### src/hdl/pap_pkg.sv
// ----------------------------------------------------------------------------
// pap_pkg
// Shared types, micro-operation codes and saturation helpers for the
// point attractor particle step core.
// ----------------------------------------------------------------------------
`default_nettype none

package pap_pkg;

  localparam int MAG_W   = 62;   // magnitude width of every saturated product
  localparam int PROD_W  = 97;   // 64 x 33 bit product
  localparam int FRIC_W  = 16;   // friction is always Q1.16
  localparam int SLOT_EW = 9;    // slot number widened to compare with the depth

  typedef struct packed {
    logic               mode;
    logic [3:0]         slot;
    logic               slot_enable;
    logic signed [31:0] pos_x;
    logic signed [31:0] pos_y;
    logic signed [31:0] vel_x;
    logic signed [31:0] vel_y;
    logic signed [31:0] body_mass;
    logic [31:0]        inv_elapsed;
  } in_item_t;

  typedef struct packed {
    logic signed [31:0] new_pos_x;
    logic signed [31:0] new_pos_y;
    logic signed [31:0] new_vel_x;
    logic signed [31:0] new_vel_y;
  } out_item_t;

  localparam logic MODE_LOAD = 1'b0;
  localparam logic MODE_STEP = 1'b1;

  typedef enum logic [4:0] {
    OP_DIFF, OP_SQX, OP_SQY, OP_SQRT, OP_K1, OP_K2,
    OP_AX, OP_DX1, OP_DX2, OP_DX3, OP_VX,
    OP_AY, OP_DY1, OP_DY2, OP_DY3, OP_VY,
    OP_FX, OP_FY, OP_PX, OP_PY
  } op_e;

  typedef enum logic [2:0] {
    ST_IDLE, ST_SCAN, ST_ISSUE, ST_WAIT, ST_DONE
  } state_e;

  typedef struct packed {
    logic capture;
    logic load;
    logic start;
    op_e  op;
    logic idx_clr;
    logic idx_inc;
    logic publish;
  } pap_cmd_t;

  typedef struct packed {
    logic done;
    logic near;
    logic cur_valid;
    logic idx_last;
  } pap_sts_t;

  function automatic logic [MAG_W-1:0] sat62(logic [PROD_W-1:0] x);
    logic [MAG_W-1:0] res;
    if (|x[PROD_W-1:MAG_W]) res = '1;
    else res = x[MAG_W-1:0];
    return res;
  endfunction

  function automatic logic signed [MAG_W:0] apply_sign(logic [MAG_W-1:0] m, logic neg);
    logic signed [MAG_W:0] v;
    v = $signed({1'b0, m});
    if (neg) v = -v;
    return v;
  endfunction

  function automatic logic signed [31:0] sat32(logic signed [63:0] v);
    logic signed [31:0] res;
    if (v > 64'sd2147483647) res = 32'sh7fffffff;
    else if (v < -64'sd2147483648) res = 32'sh80000000;
    else res = v[31:0];
    return res;
  endfunction

endpackage

`default_nettype wire

### src/hdl/pap_ctrl.sv
// ----------------------------------------------------------------------------
// pap_ctrl
// Sequencer: accepts transactions, walks the attractor table and steps
// the datapath through its micro-operations for each valid slot.
// ----------------------------------------------------------------------------
`default_nettype none

module pap_ctrl (
  input  wire logic              clk_i,
  input  wire logic              rst_ni,
  input  wire logic              in_valid_i,
  input  wire logic              in_mode_i,
  output logic                   in_stall_o,
  output logic                   out_valid_o,
  input  wire logic              out_stall_i,
  output pap_pkg::pap_cmd_t      cmd_o,
  input  wire pap_pkg::pap_sts_t sts_i
);
  import pap_pkg::*;

  state_e state_q, state_d;
  op_e    pc_q, pc_d;
  logic   out_vld_q, out_vld_d;
  logic   out_take;

  function automatic op_e next_op(op_e op);
    op_e n;
    unique case (op)
      OP_DIFF: n = OP_SQX;
      OP_SQX:  n = OP_SQY;
      OP_SQY:  n = OP_SQRT;
      OP_SQRT: n = OP_K1;
      OP_K1:   n = OP_K2;
      OP_K2:   n = OP_AX;
      OP_AX:   n = OP_DX1;
      OP_DX1:  n = OP_DX2;
      OP_DX2:  n = OP_DX3;
      OP_DX3:  n = OP_VX;
      OP_VX:   n = OP_AY;
      OP_AY:   n = OP_DY1;
      OP_DY1:  n = OP_DY2;
      OP_DY2:  n = OP_DY3;
      OP_DY3:  n = OP_VY;
      OP_FX:   n = OP_FY;
      OP_FY:   n = OP_PX;
      OP_PX:   n = OP_PY;
      default: n = OP_DIFF;
    endcase
    return n;
  endfunction

  assign out_take    = out_vld_q && !out_stall_i;
  assign out_valid_o = out_vld_q;

  always_ff @(posedge clk_i or negedge rst_ni) begin
    if (!rst_ni) begin
      state_q   <= ST_IDLE;
      pc_q      <= OP_DIFF;
      out_vld_q <= 1'b0;
    end else begin
      state_q   <= state_d;
      pc_q      <= pc_d;
      out_vld_q <= out_vld_d;
    end
  end

  always_comb begin
    state_d    = state_q;
    pc_d       = pc_q;
    cmd_o      = '0;
    cmd_o.op   = pc_q;
    in_stall_o = 1'b1;
    unique case (state_q)
      ST_IDLE: begin
        in_stall_o = 1'b0;
        if (in_valid_i) begin
          if (in_mode_i == MODE_LOAD) begin
            cmd_o.load = 1'b1;
          end else begin
            cmd_o.capture = 1'b1;
            cmd_o.idx_clr = 1'b1;
            state_d       = ST_SCAN;
          end
        end
      end
      ST_SCAN: begin
        if (sts_i.cur_valid) begin
          pc_d    = OP_DIFF;
          state_d = ST_ISSUE;
        end else if (sts_i.idx_last) begin
          pc_d    = OP_FX;
          state_d = ST_ISSUE;
        end else begin
          cmd_o.idx_inc = 1'b1;
        end
      end
      ST_ISSUE: begin
        // too close: the slot contributes nothing
        if (pc_q == OP_SQRT && sts_i.near) begin
          if (sts_i.idx_last) begin
            pc_d = OP_FX;
          end else begin
            cmd_o.idx_inc = 1'b1;
            state_d       = ST_SCAN;
          end
        end else begin
          cmd_o.start = 1'b1;
          state_d     = ST_WAIT;
        end
      end
      ST_WAIT: begin
        if (sts_i.done) begin
          if (pc_q == OP_VY) begin
            if (sts_i.idx_last) begin
              pc_d    = OP_FX;
              state_d = ST_ISSUE;
            end else begin
              cmd_o.idx_inc = 1'b1;
              state_d       = ST_SCAN;
            end
          end else if (pc_q == OP_PY) begin
            state_d = ST_DONE;
          end else begin
            pc_d    = next_op(pc_q);
            state_d = ST_ISSUE;
          end
        end
      end
      ST_DONE: begin
        if (!out_vld_q || out_take) begin
          cmd_o.publish = 1'b1;
          state_d       = ST_IDLE;
        end
      end
      default: state_d = ST_IDLE;
    endcase
  end

  always_comb begin
    out_vld_d = out_vld_q;
    if (out_take) out_vld_d = 1'b0;
    if (cmd_o.publish) out_vld_d = 1'b1;
  end

endmodule

`default_nettype wire

### config.mk
export PLATFORM = sky130hd
export DESIGN_NAME = pap_ctrl
export DESIGN_NICKNAME = d
export VERILOG_FILES = /design/src/hdl/pap_pkg.sv /design/src/hdl/pap_ctrl.sv
export SDC_FILE = /design/constraint.sdc
export NUM_CORES = 1
export LEC_CHECK = 0
export BUFFER_PORTS_ARGS = -buffer_cell sky130_fd_sc_hd__buf_2
export CORE_ASPECT_RATIO = 2
export CORE_MARGIN = 2
export CORE_UTILIZATION = 28
export DETAILED_ROUTE_END_ITERATION = 16
export GPL_ROUTABILITY_DRIVEN = 0
export HOLD_SLACK_MARGIN = 0.02
export PLACE_DENSITY_LB_ADDON = 0.15
export REMOVE_ABC_BUFFERS = 1
export SLEW_MARGIN = 20
export SYNTH_ARGS = -nofsm -noshare
export SYNTH_HDL_FRONTEND = slang
export SYNTH_SLANG_ARGS = --single-unit
### constraint.sdc
create_clock -name clk_i -period 3.59 [get_ports clk_i]
set_input_delay 0.718 -clock clk_i [delete_from_list [all_inputs] [get_ports clk_i]]
set_output_delay 0.718 -clock clk_i [all_outputs]
set_load 0.05 [all_outputs]
==> results of run 1 <==
==> cell families after synthesis <==
family,Yosys count
compound gates,36
simple gates,38
buf+inv,15
flops,9
fa+ha+maj,2
==> per-layer routing <==
| metal | share of wire (%) | routed length [um] |
|---|---|---|
| met1 | 36 | 809 |
| met2 | 57 | 1270 |
| met3 | 4.3 | 98 |
| met4 | 3.2 | 71 |
| met5 | 0 | 0 |
==> cell usage after synthesis, types with 2 or more instances <==
cell type,instances
sky130_fd_sc_hd__dfrtp_1,9
sky130_fd_sc_hd__and3b_1,2
sky130_fd_sc_hd__nand2b_1,6
sky130_fd_sc_hd__or3_1,3
sky130_fd_sc_hd__a221oi_1,3
sky130_fd_sc_hd__a21oi_1,6
sky130_fd_sc_hd__buf_2,3
sky130_fd_sc_hd__ha_1,2
sky130_fd_sc_hd__o21ai_0,4
sky130_fd_sc_hd__o211ai_1,3
sky130_fd_sc_hd__nor2_1,7
sky130_fd_sc_hd__nor3b_2,2
sky130_fd_sc_hd__buf_4,3
sky130_fd_sc_hd__nand2_1,8
sky130_fd_sc_hd__inv_1,8
sky130_fd_sc_hd__a31oi_1,2
sky130_fd_sc_hd__o22ai_1,2
sky130_fd_sc_hd__a211oi_1,2
==> how the worst max path moves through the flow <==
stage            start  slack, ns       end
5_1_grt        pc_q[0]       0.49  cmd_o[1]
6_report       pc_q[0]       0.68  cmd_o[1]
4_1_cts        pc_q[0]       0.65  cmd_o[1]
3_5_place_dp   pc_q[0]       0.90  cmd_o[1]
3_3_place_gp   pc_q[0]       0.95  cmd_o[1]
2_1_floorplan  pc_q[0]       0.02  cmd_o[1]
==> worst max-delay path, delay by kind of cell (launching register included) <==
kind	cells	cell delay, ns
DFF	1	0.41
and+or+nand+nor	2	0.62
buffers and inverters	1	0.29
adders and majority gates	1	0.34
AOI/OAI and AO/OA	2	0.30
==> flip-flops by register name, indices dropped and copies added (netlist names) <==
register / cells
out_valid_o: 1
pc_q: 5
state_q: 3
==> metrics by stage <==
| stage | hold WS (ns) | power [mW] | worst slack, ns | area (sq um) |
|---|---|---|---|---|
| floorplan | 0.422 | 0.523 | 0.0186 | 805 |
| global placement | 0.500 | 0.637 | 0.945 | 947 |
| detailed placement | 0.516 | 0.641 | 0.903 | 947 |
| CTS | 0.344 | 0.761 | 0.646 | 992 |
| global route | 0.353 | 0.809 | 0.493 | 992 |
| finish | 0.336 | 0.750 | 0.680 | 992 |
==> power by group through the flow <==
stage | registers (mW) | logic [mW] | clock network (mW)
2_1_floorplan | 0.226 | 0.298 | 0
3_3_place_gp | 0.201 | 0.435 | 0
3_5_place_dp | 0.203 | 0.438 | 0
4_1_cts | 0.200 | 0.439 | 0.122
5_1_grt | 0.208 | 0.477 | 0.124
6_report | 0.200 | 0.434 | 0.116
==> layout make-up <==
| class | count | area [sq um] | share of cell area (%) |
|---|---|---|---|
| sequential | 9 | 225 | 22.7 |
| multi-input combinational | 76 | 549 | 55.4 |
| tap | 30 | 37.5 | 3.78 |
| inverter | 8 | 30.0 | 3.03 |
| timing repair buffer | 21 | 105 | 10.6 |
| clock buffer | 4 | 45.0 | 4.54 |
==> run_summary.xml, run 1 <==
<?xml version="1.0" encoding="UTF-8"?>
<metrics>
  <group name="status">
    <metric name="run_status" unit="">finished, final reports clean</metric>
  </group>
  <group name="pwr">
    <metric name="power_density" unit="nW/um^2">755</metric>
    <metric name="p_int" unit="uW">353</metric>
    <metric name="p_comb_share" unit="%">57.9</metric>
    <metric name="vdd_drop_max" unit="mV">0.292</metric>
    <metric name="power.share.clock" unit="%">15.5</metric>
    <metric name="power.share.sequential" unit="%">26.6</metric>
    <metric name="p_sw" unit="uW">397</metric>
    <metric name="p_leak" unit="nW">0.430</metric>
    <metric name="power.share.switching" unit="%">52.9</metric>
  </group>
  <group name="sta">
    <metric name="final_period_minus_worst_setup_slack" unit="ns">2.91</metric>
    <metric name="fin_crit_sh" unit="%">81.1</metric>
    <metric name="final_max_slew_viol_count" unit="">0</metric>
    <metric name="slew_headroom" unit="%">66.8</metric>
    <metric name="timing_hold_violations_final" unit="">0</metric>
    <metric name="skew" unit="ns">0.00125</metric>
    <metric name="clock.fmax" unit="GHz">0.344</metric>
    <metric name="finalSetupViolCount" unit="">0</metric>
    <metric name="tns" unit="ns">0</metric>
    <metric name="tightestPinTransition" unit="ns">0.499</metric>
    <metric name="rsz_0062_raised_after_global_routing" unit="">false</metric>
  </group>
  <group name="critical_path">
    <metric name="crit_path_top_delay_cell" unit="">sky130_fd_sc_hd__dfrtp_1</metric>
    <metric name="worstReg2RegEnd" unit="">pc_q[4]</metric>
    <metric name="sequence_of_cells_on_the_critical_path" unit="">ha_1 -&gt; or3b_1 -&gt; nor3_2 -&gt; o21ai_1 -&gt; a211oi_1 -&gt; buf_2</metric>
    <metric name="worstSetupEndpointType" unit="">output pin</metric>
    <metric name="crit_type" unit="">reg -&gt; out</metric>
    <metric name="r2r_start" unit="">pc_q[0]</metric>
    <metric name="worst-endpoint-arrival" unit="ns">2.19</metric>
    <metric name="cp_max_fo" unit="">7</metric>
    <metric name="cp.required" unit="ns">2.87</metric>
    <metric name="slowest_delay" unit="ns">0.41</metric>
    <metric name="critical_path.startpoint_type" unit="">flip-flop</metric>
    <metric name="ff2ff_path_depth" unit="">5</metric>
    <metric name="r2r_setup_slack" unit="ns">1.72</metric>
  </group>
  <group name="synthesis">
    <metric name="synth_sequential_area_ratio" unit="%">26.6</metric>
    <metric name="synthesis.yosys.warnings" unit="">0</metric>
    <metric name="edff_count_synth" unit="">0</metric>
    <metric name="largest_cells_by_area_after_synthesis" unit="">sky130_fd_sc_hd__dfrtp_1 (27%), sky130_fd_sc_hd__nand2b_1 (4.4%), sky130_fd_sc_hd__a21oi_1 (3.6%)</metric>
    <metric name="synthesis.area_per_instance" unit="sq um">8.46</metric>
    <metric name="adder_and_majority_cell_fraction_of_the_synthesized_area" unit="%">2.96</metric>
    <metric name="synth_async_sr_flop_share" unit="%">100</metric>
    <metric name="area_share_of_and_or_nand_nor_cells_after_synthesis" unit="%">29.7</metric>
    <metric name="primary_flip_flop_cell_chosen_by_synthesis_mapping" unit="">sky130_fd_sc_hd__dfrtp_1</metric>
    <metric name="synth.lib_cells_used.distinct" unit="">43</metric>
    <metric name="synth-xor-area-share" unit="%">0</metric>
    <metric name="largest_family_of_logic_cells_by_synthesized_area" unit="">compound AO/OA/AOI/OAI gates</metric>
    <metric name="area_of_the_mapped_netlist" unit="sq um">846</metric>
    <metric name="synth_mux_area_share" unit="%">0</metric>
    <metric name="synth-seq-cells" unit="">9</metric>
    <metric name="synthDominantAreaCellType" unit="">sky130_fd_sc_hd__dfrtp_1</metric>
    <metric name="post_synth_inst_count" unit="">100</metric>
    <metric name="synth_compound_area_share" unit="%">32.2</metric>
    <metric name="synthDominantCellAreaShare" unit="%">26.6</metric>
  </group>
  <group name="die">
    <metric name="fp.coreArea" unit="sq um">2910</metric>
    <metric name="num_rows" unit="">28</metric>
    <metric name="die-width" unit="um">42.9</metric>
    <metric name="starting_density_of_the_core" unit="%">29.1</metric>
    <metric name="io-pin-count" unit="">22</metric>
    <metric name="overall_die_area" unit="sq um">3500</metric>
    <metric name="die_height" unit="um">81.7</metric>
  </group>
  <group name="clock_network">
    <metric name="postCtsHoldBufs" unit="">0</metric>
    <metric name="cts_resized" unit="">0</metric>
    <metric name="clock_path_buffers" unit="">2</metric>
    <metric name="h_tree_depth" unit="">1</metric>
    <metric name="clock-root-buffer" unit="">sky130_fd_sc_hd__clkbuf_8</metric>
    <metric name="tritoncts" unit="">done</metric>
    <metric name="numCtsBuffers" unit="">3</metric>
    <metric name="cts.clk_slew.worst_paths" unit="ns">0.04</metric>
    <metric name="clock_sink_count" unit="">9</metric>
    <metric name="post-cts-setup-buffers" unit="">0</metric>
    <metric name="insertion_delay" unit="ns">0.23</metric>
  </group>
  <group name="final_layout">
    <metric name="synthToLayoutAreaGrowth" unit="%">17.3</metric>
    <metric name="final_cell_count_no_fill" unit="">148</metric>
    <metric name="final_layout_size_suffix_gt1_share" unit="%">27.1</metric>
    <metric name="antenna_fix_cells" unit="">0</metric>
    <metric name="final_cell_mix" unit="">sky130_fd_sc_hd__buf_2 (21), sky130_fd_sc_hd__dfrtp_1 (9), sky130_fd_sc_hd__inv_1 (8), sky130_fd_sc_hd__nand2_1 (8), sky130_fd_sc_hd__nor2_1 (7)</metric>
    <metric name="layout_commonest_cell" unit="">sky130_fd_sc_hd__buf_2</metric>
    <metric name="nFillCells" unit="">315</metric>
    <metric name="layout.nets" unit="">130</metric>
    <metric name="post_route_core_utilization" unit="%">34.1</metric>
  </group>
  <group name="placement">
    <metric name="post-place-cells" unit="">144</metric>
    <metric name="port_buffers" unit="">21</metric>
    <metric name="hpwlAfterDp" unit="mm">1.86</metric>
  </group>
  <group name="route">
    <metric name="detail_route.vias_per_cell" unit="">5.67</metric>
    <metric name="antenna_left" unit="">0</metric>
    <metric name="wire_length_after_detailed_routing" unit="mm">2.25</metric>
    <metric name="wl_per_cell" unit="um">15.2</metric>
    <metric name="dr_total_vias" unit="">839</metric>
    <metric name="drt_pre_antenna_iters" unit="">4</metric>
    <metric name="detail_route.iter0.violations" unit="">16</metric>
    <metric name="drt_drc_violations_left" unit="">0</metric>
  </group>
  <group name="global_route">
    <metric name="grt.overflow.total" unit="">0</metric>
    <metric name="grt_use_met2" unit="%">28.6</metric>
    <metric name="globalRouteMet3Util" unit="%">1.32</metric>
    <metric name="grt_pass1_vias" unit="">860</metric>
    <metric name="grt_max_degree" unit="">16</metric>
    <metric name="first_pass_grt_wire_length" unit="mm">3.80</metric>
    <metric name="antenna_violations_before_repair" unit="">0</metric>
    <metric name="busiest_layer" unit="">met2</metric>
    <metric name="track_usage" unit="%">14.5</metric>
    <metric name="routing_usage_on_met1" unit="%">13.8</metric>
  </group>
  <group name="job">
    <metric name="max_capacitance_violation_count" unit="">0</metric>
  </group>
  <group name="worst_hold_path">
    <metric name="holdCritPathClass" unit="">in -&gt; async</metric>
  </group>
</metrics>
No activity file was read; power rests on OpenSTA's default activity.
==> run 2: changes to the inputs <==
ABC_AREA = 1   (was unset)
clock period = 2.7 ns   (was 3.59 ns; I/O delays follow)
==> run_summary.xml, run 2 <==
<?xml version="1.0" encoding="UTF-8"?>
<metrics>
  <group name="critical_path">
    <metric name="slowest_delay" unit="ns">0.40</metric>
    <metric name="crit_type" unit="">reg -&gt; out</metric>
    <metric name="ff2ff_path_depth" unit="">9</metric>
    <metric name="r2r_setup_slack" unit="ns">1.15</metric>
    <metric name="r2r_start" unit="">pc_q[1]</metric>
    <metric name="critical-path-top-delay-family" unit="">simple AND/OR/NAND/NOR gates</metric>
    <metric name="worst-path-buf-inv" unit="">1</metric>
    <metric name="critical_path.startpoint_type" unit="">flip-flop</metric>
    <metric name="sequence_of_cells_on_the_critical_path" unit="">ha_1 -&gt; nand2_1 -&gt; nor2_1 -&gt; nand2_1 -&gt; nor2_1 -&gt; a32oi_1 -&gt; nand2_1 -&gt; buf_2</metric>
    <metric name="crit_cells" unit="">8</metric>
    <metric name="worstSetupEndpointType" unit="">output pin</metric>
    <metric name="cp.required" unit="ns">2.16</metric>
    <metric name="crit_path_top_delay_cell" unit="">sky130_fd_sc_hd__dfrtp_1</metric>
    <metric name="cp_max_fo" unit="">5</metric>
    <metric name="cp_dominant_cell_by_count" unit="">sky130_fd_sc_hd__nand2_1</metric>
    <metric name="worstReg2RegEnd" unit="">pc_q[1]</metric>
    <metric name="worst-endpoint-arrival" unit="ns">1.87</metric>
  </group>
  <group name="synthesis">
    <metric name="primary_flip_flop_cell_chosen_by_synthesis_mapping" unit="">sky130_fd_sc_hd__dfrtp_1</metric>
    <metric name="synth_sequential_area_ratio" unit="%">29.1</metric>
    <metric name="area_of_the_mapped_netlist" unit="sq um">774</metric>
    <metric name="synthDominantAreaCellType" unit="">sky130_fd_sc_hd__dfrtp_1</metric>
    <metric name="largest_cells_by_area_after_synthesis" unit="">sky130_fd_sc_hd__dfrtp_1 (29%), sky130_fd_sc_hd__nand2_1 (22%), sky130_fd_sc_hd__nor2_1 (8.2%)</metric>
    <metric name="edff_count_synth" unit="">0</metric>
    <metric name="synthMostInstantiatedCell" unit="">sky130_fd_sc_hd__nand2_1</metric>
    <metric name="synthesis.yosys.warnings" unit="">0</metric>
    <metric name="synth_async_sr_flop_share" unit="%">100</metric>
    <metric name="synthesis.area_per_instance" unit="sq um">6.25</metric>
    <metric name="ys_top_cells_by_count" unit="">sky130_fd_sc_hd__nand2_1 (45), sky130_fd_sc_hd__nor2_1 (17), sky130_fd_sc_hd__inv_1 (13), sky130_fd_sc_hd__nand3_1 (12), sky130_fd_sc_hd__dfrtp_1 (9)</metric>
    <metric name="synth-seq-cells" unit="">9</metric>
    <metric name="synth.lib_cells_used.distinct" unit="">21</metric>
    <metric name="post_synth_inst_count" unit="">124</metric>
    <metric name="synthDominantCellAreaShare" unit="%">29.1</metric>
  </group>
  <group name="global_route">
    <metric name="grt_pass1_vias" unit="">857</metric>
    <metric name="grt.overflow.total" unit="">0</metric>
    <metric name="first_pass_grt_wire_length" unit="mm">3.67</metric>
    <metric name="globalRouteMet3Util" unit="%">3.11</metric>
    <metric name="grt_max_degree" unit="">10</metric>
    <metric name="busiest_layer" unit="">met2</metric>
    <metric name="grt_use_met2" unit="%">30.6</metric>
    <metric name="track_usage" unit="%">17.2</metric>
    <metric name="antenna_violations_before_repair" unit="">0</metric>
    <metric name="routing_usage_on_met1" unit="%">15.1</metric>
  </group>
  <group name="sta">
    <metric name="final_period_minus_worst_setup_slack" unit="ns">2.41</metric>
    <metric name="clock.fmax" unit="GHz">0.415</metric>
    <metric name="final_max_slew_viol_count" unit="">0</metric>
    <metric name="tightestPinTransition" unit="ns">0.305</metric>
    <metric name="skew" unit="ns">0.00538</metric>
    <metric name="fin_crit_sh" unit="%">89.3</metric>
    <metric name="finalSetupViolCount" unit="">0</metric>
    <metric name="fin_hold_ws" unit="ns">0.148</metric>
    <metric name="rsz_0062_raised_after_global_routing" unit="">false</metric>
    <metric name="timing_hold_violations_final" unit="">0</metric>
    <metric name="slew_headroom" unit="%">79.7</metric>
  </group>
  <group name="placement">
    <metric name="placed_area" unit="sq um">901</metric>
    <metric name="port_buffers" unit="">21</metric>
    <metric name="hpwlAfterDp" unit="mm">1.87</metric>
  </group>
  <group name="route">
    <metric name="dr_total_vias" unit="">873</metric>
    <metric name="detail_route.vias_per_cell" unit="">4.96</metric>
    <metric name="drt_pre_antenna_iters" unit="">4</metric>
    <metric name="drt_drc_violations_left" unit="">0</metric>
    <metric name="wl_per_cell" unit="um">12.8</metric>
    <metric name="antenna_left" unit="">0</metric>
    <metric name="detail_route.iter0.violations" unit="">12</metric>
    <metric name="wire_length_after_detailed_routing" unit="mm">2.25</metric>
  </group>
  <group name="final_layout">
    <metric name="largest_reg_flops" unit="">5</metric>
    <metric name="final_layout_size_suffix_gt1_share" unit="%">24.5</metric>
    <metric name="synthToLayoutAreaGrowth" unit="%">22.1</metric>
    <metric name="nFillCells" unit="">320</metric>
    <metric name="antenna_fix_cells" unit="">0</metric>
    <metric name="layout.nets" unit="">159</metric>
    <metric name="final_cell_mix" unit="">sky130_fd_sc_hd__nand2_1 (45), sky130_fd_sc_hd__buf_2 (21), sky130_fd_sc_hd__nor2_1 (17)</metric>
    <metric name="layout_commonest_cell" unit="">sky130_fd_sc_hd__nand2_1</metric>
    <metric name="top_register" unit="">pc_q</metric>
    <metric name="non_filler_cell_area_final" unit="sq um">946</metric>
  </group>
  <group name="pwr">
    <metric name="vdd_drop_max" unit="mV">0.483</metric>
    <metric name="p_leak" unit="nW">0.563</metric>
    <metric name="power_density" unit="nW/um^2">1100</metric>
  </group>
  <group name="die">
    <metric name="num_rows" unit="">27</metric>
    <metric name="die_height" unit="um">78.4</metric>
    <metric name="io-pin-count" unit="">22</metric>
    <metric name="die-width" unit="um">41.2</metric>
    <metric name="overall_die_area" unit="sq um">3230</metric>
    <metric name="starting_density_of_the_core" unit="%">28.7</metric>
    <metric name="fp.coreArea" unit="sq um">2700</metric>
  </group>
  <group name="clock_network">
    <metric name="h_tree_depth" unit="">1</metric>
    <metric name="postCtsHoldBufs" unit="">0</metric>
    <metric name="clock-root-buffer" unit="">sky130_fd_sc_hd__clkbuf_8</metric>
    <metric name="numCtsBuffers" unit="">3</metric>
    <metric name="insertion_delay" unit="ns">0.24</metric>
    <metric name="cts.clk_slew.worst_paths" unit="ns">0.05</metric>
    <metric name="post-cts-setup-buffers" unit="">0</metric>
    <metric name="cts_resized" unit="">0</metric>
    <metric name="clock_path_buffers" unit="">2</metric>
    <metric name="tritoncts" unit="">done</metric>
    <metric name="clock_sink_count" unit="">9</metric>
  </group>
  <group name="job">
    <metric name="max_capacitance_violation_count" unit="">0</metric>
  </group>
  <group name="worst_hold_path">
    <metric name="holdCritPathClass" unit="">in -&gt; async</metric>
  </group>
  <group name="status">
    <metric name="run_status" unit="">finished, final reports clean</metric>
  </group>
</metrics>
## run 2: cell count changes after synthesis, sizes merged, moves of 5 or more
cell / previous run / this run
nand2: 8 / 48
nor2: 7 / 22
nand3: 1 / 12
inv: 8 / 15
nand2b: 6 / 0
a21oi: 6 / 1
## run 2: kinds of logic after synthesis
logic type / synth area share (%)
simple gates: 48.5
compound gates: 10.0
fa+ha+maj: 3.23
flops: 29.1
buf+inv: 9.21
## run 2: area by class of cell
| class | instances | area (sq um) | share of cell area [%] |
|---|---|---|---|
| tap | 29 | 36.3 | 3.84 |
| multi-input combinational | 98 | 478 | 50.5 |
| timing repair buffer | 21 | 105 | 11.1 |
| sequential | 9 | 225 | 23.8 |
| inverter | 15 | 56.3 | 5.95 |
| clock buffer | 4 | 45.0 | 4.76 |
## run 2: where the power goes
part	leakage [nW]	internal [mW]	switching, mW	total [mW]
Combinational	0.421	0.180	0.471	0.651
Sequential	0.119	0.172	0.0527	0.225
Clock	0.0228	0.104	0.0644	0.168
Total	0.563	0.456	0.588	1.04
## run 2: worst max-delay path by stage
stage                           from         to  slack, ns
after floorplan           state_q[1]  cmd_o[10]      -0.19
after global placement       pc_q[0]   cmd_o[1]       0.58
after detailed placement     pc_q[0]   cmd_o[1]       0.55
after CTS                    pc_q[0]   cmd_o[1]       0.29
after global routing         pc_q[1]   cmd_o[1]       0.15
final                        pc_q[1]   cmd_o[1]       0.29
## run 2: stage by stage
stage	util (%)	setup WS (ns)	setup TNS [ns]	instances	power, mW
global route	35.0	0.149	0	176	1.14
floorplan	-	-0.192	-0.383	122	0.731
detailed placement	33.3	0.549	0	172	0.883
CTS	35.0	0.290	0	176	1.06
finish	35.0	0.288	0	176	1.04
global placement	33.3	0.584	0	172	0.881
## run 2: layer usage
metal	wire length (um)	vias up
li1	-	442
met1	737	401
met2	1330	23
met3	85	7
met4	99	0
met5	0	-
